$ cat src/sv/fnpdp_pkg.sv
// Shared constants, widths and codes of the fractional-N divider planner.
package fnpdp_pkg;

    // Widths of the shared long divider.
    localparam int DIV_NUM_W = 48;
    localparam int DIV_DEN_W = 32;

    // Frequency plan limits, hertz.
    localparam logic [40:0] VCO_TOP     = 41'd6000000000;
    localparam logic [32:0] RF_LOW      = 33'd23437500;
    localparam logic [28:0] LD_FAST_PFD = 29'd32000000;

    // Feedback divider limits.
    localparam logic [16:0] N_INT_MIN  = 17'd16;
    localparam logic [16:0] N_FRAC_MIN = 17'd19;
    localparam logic [16:0] N_FRAC_MAX = 17'd4091;

    // Largest modulus that the mediant walk may reach.
    localparam logic [12:0] WALK_DEN_LIMIT = 13'd4095;

    // Configuration register indexes.
    localparam logic [2:0] CFG_REF_FREQ       = 3'd0;
    localparam logic [2:0] CFG_R_DIVIDER      = 3'd1;
    localparam logic [2:0] CFG_REF_DOUBLE     = 3'd2;
    localparam logic [2:0] CFG_REF_HALF       = 3'd3;
    localparam logic [2:0] CFG_PFD_FRAC_LIMIT = 3'd4;

    // Result status codes.
    typedef enum logic [2:0] {
        ST_OK        = 3'd0,
        ST_RF_RANGE  = 3'd1,
        ST_ZERO_PFD  = 3'd2,
        ST_MOD_RANGE = 3'd3,
        ST_INT_N     = 3'd4,
        ST_FRAC_N    = 3'd5,
        ST_PFD_HIGH  = 3'd6
    } t_status;

endpackage

$ cat src/sv/fnpdp_div.sv
// Iterative restoring divider, one quotient bit per cycle.
module fnpdp_div (
    input  logic                            i_clk,
    input  logic                            i_rst_n,
    input  logic                            i_start,
    input  logic [fnpdp_pkg::DIV_NUM_W-1:0] i_num,
    input  logic [fnpdp_pkg::DIV_DEN_W-1:0] i_den,
    output logic                            o_done,
    output logic [fnpdp_pkg::DIV_NUM_W-1:0] o_quo
);
    localparam int NW = fnpdp_pkg::DIV_NUM_W;
    localparam int DW = fnpdp_pkg::DIV_DEN_W;
    localparam int CW = $clog2(NW);

    logic          r_busy;
    logic          r_done;
    logic [CW-1:0] r_cnt;
    logic [DW-1:0] r_rem;
    logic [NW-1:0] r_quo;
    logic [DW-1:0] r_den;

    logic [DW:0] trial;
    logic [DW:0] diff;
    logic        ge;

    assign trial = {r_rem, r_quo[NW-1]};
    assign ge    = (trial >= {1'b0, r_den});
    assign diff  = trial - {1'b0, r_den};

    always_ff @(posedge i_clk) begin
        if (!i_rst_n) begin
            r_busy <= 1'b0;
            r_done <= 1'b0;
            r_cnt  <= '0;
        end else begin
            r_done <= 1'b0;
            if (i_start) begin
                r_busy <= 1'b1;
                r_cnt  <= '0;
                r_rem  <= '0;
                r_quo  <= i_num;
                r_den  <= i_den;
            end else if (r_busy) begin
                // The dividend shifts out at the top as quotient bits enter below.
                r_rem <= ge ? diff[DW-1:0] : trial[DW-1:0];
                r_quo <= {r_quo[NW-2:0], ge};
                r_cnt <= r_cnt + 1'b1;
                if (r_cnt == CW'(NW - 1)) begin
                    r_busy <= 1'b0;
                    r_done <= 1'b1;
                end
            end
        end
    end

    assign o_done = r_done;
    assign o_quo  = r_quo;

endmodule

$ cat src/sv/frac_n_pll_divider_planner.sv
// Top level of the fractional-N divider planner: sequencer, shared multiplier and divider.
//
// One target frequency item is taken when start is high and busy is low; busy then stays
// high until the plan is out. An out-of-range target or a zero phase detector frequency
// gives its result straight from the check state, with no division. Any other plan needs
// four long divisions plus single-state steps, a pass through S_W0, S_W1 and S_W2 for
// each step of the mediant walk, the steps S_F1 to S_F6 when the walk stops at the modulus
// bound, and one more VCO division when a best fraction of 1/1 makes it run again. The
// walk can run up to 4094 steps, and an exact integer plan also walks to the bound. The
// run time is set by the single registered 34x30 multiplier, used twice per walk step,
// and by the one bit-per-cycle divider. The result item is shown for exactly one cycle
// with o_valid high; the receiver cannot hold it off, so it must take it in that cycle.
// Configuration registers may be written only while busy is low and no result is pending.
module frac_n_pll_divider_planner (
    input  logic               i_clk,
    input  logic               i_rst_n,
    input  logic               start,
    output logic               busy,
    input  logic               i_cfg_we,
    input  logic [2:0]         i_cfg_idx,
    input  logic [27:0]        i_cfg_data,
    input  logic [32:0]        i_target_freq,
    output logic               o_valid,
    output logic [2:0]         o_status,
    output logic [15:0]        o_int_n,
    output logic [11:0]        o_frac_num,
    output logic [11:0]        o_frac_mod,
    output logic [2:0]         o_div_select,
    output logic               o_int_mode,
    output logic               o_lock_speed_fast,
    output logic [32:0]        o_actual_freq,
    output logic signed [31:0] o_freq_error,
    output logic [31:0]        o_reg0_word
);
    // One-hot sequencer states.
    typedef enum logic [24:0] {
        S_IDLE = 25'h0000001,
        S_CHK  = 25'h0000002,
        S_PFD  = 25'h0000004,
        S_N    = 25'h0000008,
        S_NDIV = 25'h0000010,
        S_FV   = 25'h0000020,
        S_FVD  = 25'h0000040,
        S_FVW  = 25'h0000080,
        S_A    = 25'h0000100,
        S_AC   = 25'h0000200,
        S_W0   = 25'h0000400,
        S_W1   = 25'h0000800,
        S_W2   = 25'h0001000,
        S_F1   = 25'h0002000,
        S_F2   = 25'h0004000,
        S_F3   = 25'h0008000,
        S_F4   = 25'h0010000,
        S_F5   = 25'h0020000,
        S_F6   = 25'h0040000,
        S_POST = 25'h0080000,
        S_FR   = 25'h0100000,
        S_FR2  = 25'h0200000,
        S_FR3  = 25'h0400000,
        S_FRW  = 25'h0800000,
        S_FIN  = 25'h1000000
    } t_state;

    t_state r_state;

    // Configuration registers.
    logic [27:0] r_ref_freq;
    logic [9:0]  r_r_divider;
    logic        r_ref_double;
    logic        r_ref_half;
    logic [27:0] r_pfd_frac_limit;

    // Working registers of one item.
    logic [32:0] r_freq;
    logic [32:0] r_target;
    logic [2:0]  r_sel;
    logic [28:0] r_pfd;
    logic        r_fast;
    logic [16:0] r_n;
    logic [33:0] r_fvco;
    logic [43:0] r_a;
    logic        r_redo;
    logic [11:0] r_ln, r_ld, r_un, r_ud;
    logic [11:0] r_frac, r_mod;
    logic [63:0] r_lhs;
    logic [23:0] r_t;
    logic [24:0] r_t2;
    logic [63:0] r_prod;

    // Result registers.
    logic        r_valid;
    logic [2:0]  r_status;
    logic [15:0] r_int_n;
    logic [11:0] r_frac_num;
    logic [11:0] r_frac_mod;
    logic [2:0]  r_div_select;
    logic        r_int_mode;
    logic        r_fast_out;
    logic [32:0] r_actual;
    logic [31:0] r_err;
    logic [31:0] r_reg0;

    // Shared multiplier and divider ports.
    logic [33:0]                       mul_a;
    logic [29:0]                       mul_b;
    logic                              div_start;
    logic [fnpdp_pkg::DIV_NUM_W-1:0]   div_num;
    logic [fnpdp_pkg::DIV_DEN_W-1:0]   div_den;
    logic                              div_done;
    logic [fnpdp_pkg::DIV_NUM_W-1:0]   div_quo;

    // Reference after doubler and halver, and the zero-PFD test.
    logic [28:0] ref2;
    logic [28:0] intref;
    logic [10:0] rdiv_scaled;
    logic        zero_pfd;
    logic        rf_bad;
    logic [33:0] freq_p1;
    logic [6:0]  fits;
    logic [2:0]  sel;
    logic [39:0] target_full;
    logic [12:0] mn, md;
    logic [33:0] fvco_fin;
    logic [33:0] actual_full;
    logic        fin_int;
    logic [2:0]  fin_status;

    assign ref2        = {1'b0, r_ref_freq} << r_ref_double;
    assign intref      = ref2 >> r_ref_half;
    assign rdiv_scaled = {1'b0, r_r_divider} << r_ref_half;
    // (ref / R) halved is zero exactly when ref is below R, or below 2R when halving.
    assign zero_pfd = (r_r_divider == 10'd0) || ({1'b0, r_ref_freq} < {18'd0, rdiv_scaled})
                      || (intref == 29'd0);
    assign rf_bad   = (r_freq > fnpdp_pkg::VCO_TOP[32:0]) || (r_freq < fnpdp_pkg::RF_LOW);

    // The output divider 2^(s+1) is allowed when 2^(s+1) * (f + 1) stays within the VCO top,
    // which is the same test as comparing against the truncated quotient.
    assign freq_p1 = {1'b0, r_freq} + 34'd1;
    always_comb begin
        for (int s = 0; s < 7; s++) begin
            fits[s] = (({7'd0, freq_p1} << (s + 1)) <= fnpdp_pkg::VCO_TOP);
        end
    end
    assign sel         = 3'($countones(fits));
    assign target_full = {7'd0, r_freq} << sel;

    // Mediant of the current bounds.
    assign mn = {1'b0, r_ln} + {1'b0, r_un};
    assign md = {1'b0, r_ld} + {1'b0, r_ud};

    assign fvco_fin    = r_fvco;
    assign actual_full = fvco_fin >> r_sel;
    assign fin_int     = (r_frac == 12'd0);

    always_comb begin
        if (fin_int) begin
            if ((r_n < fnpdp_pkg::N_INT_MIN) || r_n[16]) begin
                fin_status = fnpdp_pkg::ST_INT_N;
            end else begin
                fin_status = fnpdp_pkg::ST_OK;
            end
        end else if ((r_n < fnpdp_pkg::N_FRAC_MIN) || (r_n > fnpdp_pkg::N_FRAC_MAX)) begin
            fin_status = fnpdp_pkg::ST_FRAC_N;
        end else if (r_pfd > {1'b0, r_pfd_frac_limit}) begin
            fin_status = fnpdp_pkg::ST_PFD_HIGH;
        end else begin
            fin_status = fnpdp_pkg::ST_OK;
        end
    end

    // Operand selection for the shared units. The product is registered, so the state
    // after the one that picks the operands reads it.
    always_comb begin
        mul_a     = '0;
        mul_b     = '0;
        div_start = 1'b0;
        div_num   = '0;
        div_den   = '0;
        case (r_state)
            S_CHK: begin
                div_start = !zero_pfd && !rf_bad;
                div_num   = {19'd0, intref};
                div_den   = {22'd0, r_r_divider};
            end
            S_PFD: begin
                mul_a = {1'b0, r_target};
                mul_b = {20'd0, r_r_divider};
            end
            S_N: begin
                div_start = 1'b1;
                div_num   = r_prod[47:0];
                div_den   = {3'd0, intref};
            end
            S_FV: begin
                mul_a = {5'd0, intref};
                mul_b = {13'd0, r_n};
            end
            S_FVD: begin
                div_start = 1'b1;
                div_num   = r_prod[47:0];
                div_den   = {22'd0, r_r_divider};
            end
            S_A: begin
                mul_a = {1'b0, r_target} - r_fvco;
                mul_b = {20'd0, r_r_divider};
            end
            S_W0: begin
                mul_a = {21'd0, mn};
                mul_b = {1'b0, intref};
            end
            S_W1: begin
                mul_a = {5'd0, r_a[28:0]};
                mul_b = {17'd0, md};
            end
            S_F1: begin
                mul_a = {22'd0, r_ld};
                mul_b = {18'd0, r_ud};
            end
            S_F2: begin
                mul_a = {22'd0, r_un};
                mul_b = {18'd0, r_ld};
            end
            S_F3: begin
                mul_a = {22'd0, r_ln};
                mul_b = {18'd0, r_ud};
            end
            S_F4: begin
                mul_a = {4'd0, r_a[28:0], 1'b0};
                mul_b = {6'd0, r_t};
            end
            S_F5: begin
                mul_a = {9'd0, r_t2};
                mul_b = {1'b0, intref};
            end
            S_FR: begin
                mul_a = {5'd0, intref};
                mul_b = {18'd0, r_frac};
            end
            S_FR2: begin
                mul_a = {24'd0, r_r_divider};
                mul_b = {18'd0, r_mod};
            end
            S_FR3: begin
                div_start = 1'b1;
                div_num   = r_lhs[47:0];
                div_den   = r_prod[31:0];
            end
            default: begin
                mul_a = '0;
            end
        endcase
    end

    fnpdp_div u_div (
        .i_clk   (i_clk),
        .i_rst_n (i_rst_n),
        .i_start (div_start),
        .i_num   (div_num),
        .i_den   (div_den),
        .o_done  (div_done),
        .o_quo   (div_quo)
    );

    always_ff @(posedge i_clk) begin
        r_prod <= mul_a * mul_b;
    end

    // Configuration writes.
    always_ff @(posedge i_clk) begin
        if (!i_rst_n) begin
            r_ref_freq       <= 28'd50000000;
            r_r_divider      <= 10'd1;
            r_ref_double     <= 1'b0;
            r_ref_half       <= 1'b0;
            r_pfd_frac_limit <= 28'd50000000;
        end else if (i_cfg_we) begin
            case (i_cfg_idx)
                fnpdp_pkg::CFG_REF_FREQ:       r_ref_freq       <= i_cfg_data;
                fnpdp_pkg::CFG_R_DIVIDER:      r_r_divider      <= i_cfg_data[9:0];
                fnpdp_pkg::CFG_REF_DOUBLE:     r_ref_double     <= i_cfg_data[0];
                fnpdp_pkg::CFG_REF_HALF:       r_ref_half       <= i_cfg_data[0];
                fnpdp_pkg::CFG_PFD_FRAC_LIMIT: r_pfd_frac_limit <= i_cfg_data;
                default: begin
                end
            endcase
        end
    end

    // Sequencer.
    always_ff @(posedge i_clk) begin
        if (!i_rst_n) begin
            r_state <= S_IDLE;
            r_valid <= 1'b0;
        end else begin
            r_valid <= 1'b0;
            case (r_state)
                S_IDLE: begin
                    if (start) begin
                        r_freq  <= i_target_freq;
                        r_state <= S_CHK;
                    end
                end
                S_CHK: begin
                    r_sel    <= sel;
                    r_target <= target_full[32:0];
                    if (zero_pfd || rf_bad) begin
                        // Early errors carry nothing but the status.
                        r_status     <= zero_pfd ? fnpdp_pkg::ST_ZERO_PFD
                                                 : fnpdp_pkg::ST_RF_RANGE;
                        r_int_n      <= '0;
                        r_frac_num   <= '0;
                        r_frac_mod   <= '0;
                        r_div_select <= '0;
                        r_int_mode   <= 1'b0;
                        r_fast_out   <= 1'b0;
                        r_actual     <= '0;
                        r_err        <= '0;
                        r_reg0       <= '0;
                        r_valid      <= 1'b1;
                        r_state      <= S_IDLE;
                    end else begin
                        r_state <= S_PFD;
                    end
                end
                S_PFD: begin
                    if (div_done) begin
                        r_pfd   <= div_quo[28:0];
                        r_fast  <= (div_quo[28:0] > fnpdp_pkg::LD_FAST_PFD);
                        r_state <= S_N;
                    end
                end
                S_N: begin
                    r_state <= S_NDIV;
                end
                S_NDIV: begin
                    if (div_done) begin
                        r_n     <= {1'b0, div_quo[15:0]};
                        r_redo  <= 1'b0;
                        r_state <= S_FV;
                    end
                end
                S_FV: begin
                    r_state <= S_FVD;
                end
                S_FVD: begin
                    r_state <= S_FVW;
                end
                S_FVW: begin
                    if (div_done) begin
                        r_fvco  <= div_quo[33:0];
                        r_state <= r_redo ? S_FR : S_A;
                    end
                end
                S_A: begin
                    r_state <= S_AC;
                end
                S_AC: begin
                    r_a <= r_prod[43:0];
                    // A residual of one or more gives 1/1 at once.
                    if (r_prod >= {35'd0, intref}) begin
                        r_frac  <= 12'd1;
                        r_mod   <= 12'd1;
                        r_state <= S_POST;
                    end else begin
                        r_ln    <= 12'd0;
                        r_ld    <= 12'd1;
                        r_un    <= 12'd1;
                        r_ud    <= 12'd1;
                        r_state <= S_W0;
                    end
                end
                S_W0: begin
                    r_state <= (md > fnpdp_pkg::WALK_DEN_LIMIT) ? S_F1 : S_W1;
                end
                S_W1: begin
                    r_lhs   <= r_prod;
                    r_state <= S_W2;
                end
                S_W2: begin
                    if (r_lhs == r_prod) begin
                        r_frac  <= mn[11:0];
                        r_mod   <= md[11:0];
                        r_state <= S_POST;
                    end else begin
                        if (r_lhs < r_prod) begin
                            r_ln <= mn[11:0];
                            r_ld <= md[11:0];
                        end else begin
                            r_un <= mn[11:0];
                            r_ud <= md[11:0];
                        end
                        r_state <= S_W0;
                    end
                end
                S_F1: begin
                    r_state <= S_F2;
                end
                S_F2: begin
                    r_t     <= r_prod[23:0];
                    r_state <= S_F3;
                end
                S_F3: begin
                    r_t2    <= {1'b0, r_prod[23:0]};
                    r_state <= S_F4;
                end
                S_F4: begin
                    r_t2    <= r_t2 + {1'b0, r_prod[23:0]};
                    r_state <= S_F5;
                end
                S_F5: begin
                    r_lhs   <= r_prod;
                    r_state <= S_F6;
                end
                S_F6: begin
                    // Closer bound wins; a tie goes to the upper one.
                    if (r_lhs < r_prod) begin
                        r_frac <= r_ln;
                        r_mod  <= r_ld;
                    end else begin
                        r_frac <= r_un;
                        r_mod  <= r_ud;
                    end
                    r_state <= S_POST;
                end
                S_POST: begin
                    r_state <= S_FR;
                    if (r_mod == 12'd1) begin
                        r_mod <= 12'd2;
                        if (r_frac == 12'd1) begin
                            // 1/1 folds into the integer part; redo the VCO product.
                            r_frac  <= 12'd0;
                            r_n     <= r_n + 17'd1;
                            r_redo  <= 1'b1;
                            r_state <= S_FV;
                        end
                    end
                end
                S_FR: begin
                    r_state <= S_FR2;
                end
                S_FR2: begin
                    r_lhs   <= r_prod;
                    r_state <= S_FR3;
                end
                S_FR3: begin
                    r_state <= S_FRW;
                end
                S_FRW: begin
                    if (div_done) begin
                        r_fvco  <= r_fvco + div_quo[33:0];
                        r_state <= S_FIN;
                    end
                end
                S_FIN: begin
                    r_status     <= fin_status;
                    r_int_n      <= r_n[15:0];
                    r_frac_num   <= r_frac;
                    r_frac_mod   <= r_mod;
                    r_div_select <= r_sel;
                    r_int_mode   <= fin_int;
                    r_fast_out   <= r_fast;
                    r_actual     <= actual_full[32:0];
                    r_err        <= r_freq[31:0] - actual_full[31:0];
                    r_reg0       <= (fin_status == fnpdp_pkg::ST_OK)
                                    ? {fin_int, r_n[15:0], r_frac, 3'd0} : 32'd0;
                    r_valid      <= 1'b1;
                    r_state      <= S_IDLE;
                end
                default: begin
                    r_state <= S_IDLE;
                end
            endcase
        end
    end

    assign busy              = (r_state != S_IDLE);
    assign o_valid           = r_valid;
    assign o_status          = r_status;
    assign o_int_n           = r_int_n;
    assign o_frac_num        = r_frac_num;
    assign o_frac_mod        = r_frac_mod;
    assign o_div_select      = r_div_select;
    assign o_int_mode        = r_int_mode;
    assign o_lock_speed_fast = r_fast_out;
    assign o_actual_freq     = r_actual;
    assign o_freq_error      = $signed(r_err);
    assign o_reg0_word       = r_reg0;

    // A result is one cycle wide, since the sequencer returns to idle as it shows it.
    a_valid_single: assert property (@(posedge i_clk) disable iff (!i_rst_n)
        o_valid |=> !o_valid)
        else $error("result strobe held for more than one cycle");

    // An accepted item always makes the block busy.
    a_accept_busy: assert property (@(posedge i_clk) disable iff (!i_rst_n)
        (start && !busy) |=> busy)
        else $error("accepted item did not start the sequencer");

    // A result only ever follows work in progress.
    a_valid_after_busy: assert property (@(posedge i_clk) disable iff (!i_rst_n)
        o_valid |-> $past(busy))
        else $error("result appeared without an item in work");

endmodule
$ cat config.mk
export PLATFORM = sky130hd
export DESIGN_NAME = frac_n_pll_divider_planner
export DESIGN_NICKNAME = d
export VERILOG_FILES = /design/src/sv/fnpdp_pkg.sv /design/src/sv/fnpdp_div.sv /design/src/sv/frac_n_pll_divider_planner.sv
export SDC_FILE = /design/constraint.sdc
export NUM_CORES = 2
export LEC_CHECK = 0
export BUFFER_PORTS_ARGS = -buffer_cell sky130_fd_sc_hd__buf_2
export CAP_MARGIN = 40
export CORE_MARGIN = 2
export CORE_UTILIZATION = 40
export DETAILED_ROUTE_END_ITERATION = 10
export SYNTH_ARGS = -nofsm -noshare
export SYNTH_HDL_FRONTEND = slang
export SYNTH_SLANG_ARGS = --single-unit
$ cat constraint.sdc
create_clock -name i_clk -period 18.4 [get_ports i_clk]
set_input_delay 0 -clock i_clk [delete_from_list [all_inputs] [get_ports i_clk]]
set_output_delay 0 -clock i_clk [all_outputs]
set_load 0.01 [all_outputs]
==> flow_summary.ini <==
[placed_design]
post-place-ws_ps = 6820
place_congestion = 1.01
placed_cell_area_mm2 = 0.0844
portBuffers = 211
dp_hpwl_um = 222000
place_inst = 11100

[clock_network]
cts-htree-levels = 3
root_buffer = clkbuf_16
path_clk_slew_ps = 60
postCtsSetupRepairBufs = 0
insertion_delay_ps = 770
cts_buffer_depth = 3
cts_resized = 0
cts_hold_buf = 113
cts_tree = yes
cts_num_sinks = 785
cts_buffers = 91

[cells_and_area]
mostFrequentLayoutCells = inv_1, nand2_1, fa_1, nor2_1, edfxtp_1
layout_commonest_cell = inv_1
syn2layout_area_growth_pct = 12.4
n_fill_cell = 18900
drive_gt1_frac = 0.0875
instances_no_fill = 11400
nets = 10200
final_cell_area_mm2 = 0.0887

[pwr]
ir_worst_vdd_v = 0.000148
power.density_mw_per_mm2 = 61.1
leakage_uw = 0.0393
p_total_uw = 5410

[timing]
fin_setup_tns_ps = 0
fin_crit_sh = 0.641
fin_ws_ps = 6600
fin_skew_ps = 66.7
finalMaxSlewViolations = 0
hold_viol_final = 0
max_freq_mhz = 84.7
period_needed_ps = 11800
rsz0062_at_grt = false
maxSlewHeadroom = 0.300
tightest_slew_ps = 1050
setup_violations = 0

[floorplanning]
rows = 163
die_area_mm2 = 0.201
die_x_um = 448
core_mm2 = 0.197
io-pin-count = 215
initial_core_util = 0.401
die_h_um = 448

[global_route]
grt_first_pass_wirelength_um = 431000
grt_use_total = 0.289
overflow = 0
grt_pass1_vias = 65500
antenna_found_initial = 10
grt_util_met3 = 0.0656
met2_usage = 0.432
met1_usage = 0.402
grt_max_degree = 84
grt_most_used_layer = met2

[route]
dr.first_iter.drc_count = 7451
drt-vias-per-instance = 5.77
first_pass_iters = 7
drc = 0
ant_nets = 0
wl_per_cell_um = 25.6
via_count = 65800
routed_wl_um = 292000

[setup_path]
start_kind = register
r2r-start = r_state[0]
crit_path_max_fanout = 20
arrival_ps = 12430
setup.worst_path.class = register to register
slowest_delay_ps = 750
critPathLaunch = r_state[0]
crit_path_top_delay_cell = o41ai_1
endpoint_kind = register
required_ps = 19030
crit_top_cell = fa_1

[yosys]
ys_ff_latch = 785
synth.avg_cell_area_um2 = 9.48
ys_seq_area_frac = 0.278
async_flop_share = 0
synthCells = 8322
synth-simple-area-share = 0.148
synthXorXnorAreaFrac = 0.0271
synth-edff-count = 619
synth_compound_area_frac = 0.127
yosys_warnings = 0
synth_ff_type = edfxtp_1
synth_top_family_by_area = adder cells
syn_area_mm2 = 0.0789
synth.area.mux_share = 0.0295
synth-adder-area-share = 0.311
synth_cell_types = 102

[outcome]
run_status = finished clean

[worst_hold_path]
min_from = i_target_freq[19]
hp-class = primary input to register

[flow_run]
max-cap-violations = 0
-- power by group --
part / total (uW) / internal, uW / switching (uW)
Combinational: 1480 / 600 / 882
Sequential: 2020 / 1960 / 60.8
Clock: 1910 / 1080 / 827
-- path summary, 6_finish.rpt --
kind	endpoint	slack (ps)	cells past startpoint
max	r_prod[57]	6600	33
min	r_freq[19]	80	2
min reg2reg	r_pfd_frac_limit[10]	460	2
max reg2reg	r_prod[57]	6600	33
-- routing by layer --
| metal | up-vias | wire length [um] |
|---|---|---|
| met5 | - | 62 |
| met4 | 10 | 14100 |
| met3 | 650 | 30900 |
| met2 | 3468 | 124000 |
| met1 | 33000 | 122000 |
| li1 | 28700 | - |
-- sequential cells by signal, indices dropped and copies added (netlist names), 33 cells and up --
name / count
fvco_fin: 34
o_actual_freq: 33
r_freq: 33
r_lhs: 64
r_prod: 64
r_target: 33
u_div.o_quo: 48
-- cell usage after synthesis (16+ instances only) --
cell	number	area share
o211ai_1	59	0.0056
o22ai_1	25	0.0020
inv_1	1223	0.058
mux2_2	24	0.0034
mux2i_1	120	0.015
o21bai_1	47	0.0045
or4_1	16	0.0015
buf_2	91	0.0058
a222oi_1	34	0.0043
o22a_1	31	0.0034
or3_1	29	0.0023
dfxtp_1	166	0.042
nand2_1	955	0.045
o21ai_1	63	0.0040
nor4_1	67	0.0053
fa_1	871	0.22
a22oi_1	63	0.0060
xor2_1	116	0.013
o21ai_0	243	0.015
clkbuf_1	262	0.012
buf_1	24	0.0011
nor2_1	768	0.037
o21a_1	51	0.0049
edfxtp_1	619	0.24
a211oi_1	40	0.0038
nor2b_1	53	0.0042
o31ai_1	29	0.0028
nand4_1	85	0.0067
nand2b_1	54	0.0043
xnor2_1	128	0.014
nor3_1	103	0.0065
a21oi_1	345	0.022
a221oi_1	45	0.0050
nand3_1	130	0.0082
ha_1	570	0.090
nor3b_1	16	0.0015
and2_1	153	0.012
a221o_1	23	0.0029
a21o_1	176	0.017
mux4_2	38	0.011
and3_1	45	0.0036
a31oi_1	38	0.0030
-- cell type report --
class,instances,area [um^2],share of cell area
diodes,1,2.50,0.0000282
clock inverters,49,647,0.00730
inverters,1230,4620,0.0521
flip-flops and latches,785,21900,0.247
clock buffers,120,2490,0.0281
well taps,2640,3300,0.0373
multi-input cells,6019,51400,0.580
repair buffers,564,4280,0.0483
-- cells by family (layout without fill, tap and decap cells) --
kind of cell | Yosys count | after routing
buffers and inverters | 1621 | 1963
adder cells (fa/ha/maj) | 1441 | 1441
flip-flops | 785 | 785
AND/OR/NAND/NOR | 2561 | 2561
XOR/XNOR | 244 | 244
AO/OA/AOI/OAI | 1486 | 1486
other | 2 | 106
multiplexers | 182 | 182
-- stage by stage --
| stage | utilization | hold slack, ps |
|---|---|---|
| after detailed placement | 0.429 | 178 |
| after global routing | 0.451 | 47.1 |
| after global placement | 0.426 | 176 |
| after CTS | 0.451 | 12.9 |
| final | 0.451 | 83.4 |
| after floorplan | - | 98.9 |
-- worst max-delay path, delay by kind of cell (launching register included) --
| kind | cells | cell delay, ps |
|---|---|---|
| AOI/OAI and AO/OA | 8 | 3370 |
| adders and majority gates | 9 | 4520 |
| buffers and inverters | 6 | 600 |
| DFF | 1 | 350 |
| and+or+nand+nor | 10 | 2810 |
Power figures use the tool's default switching activity.
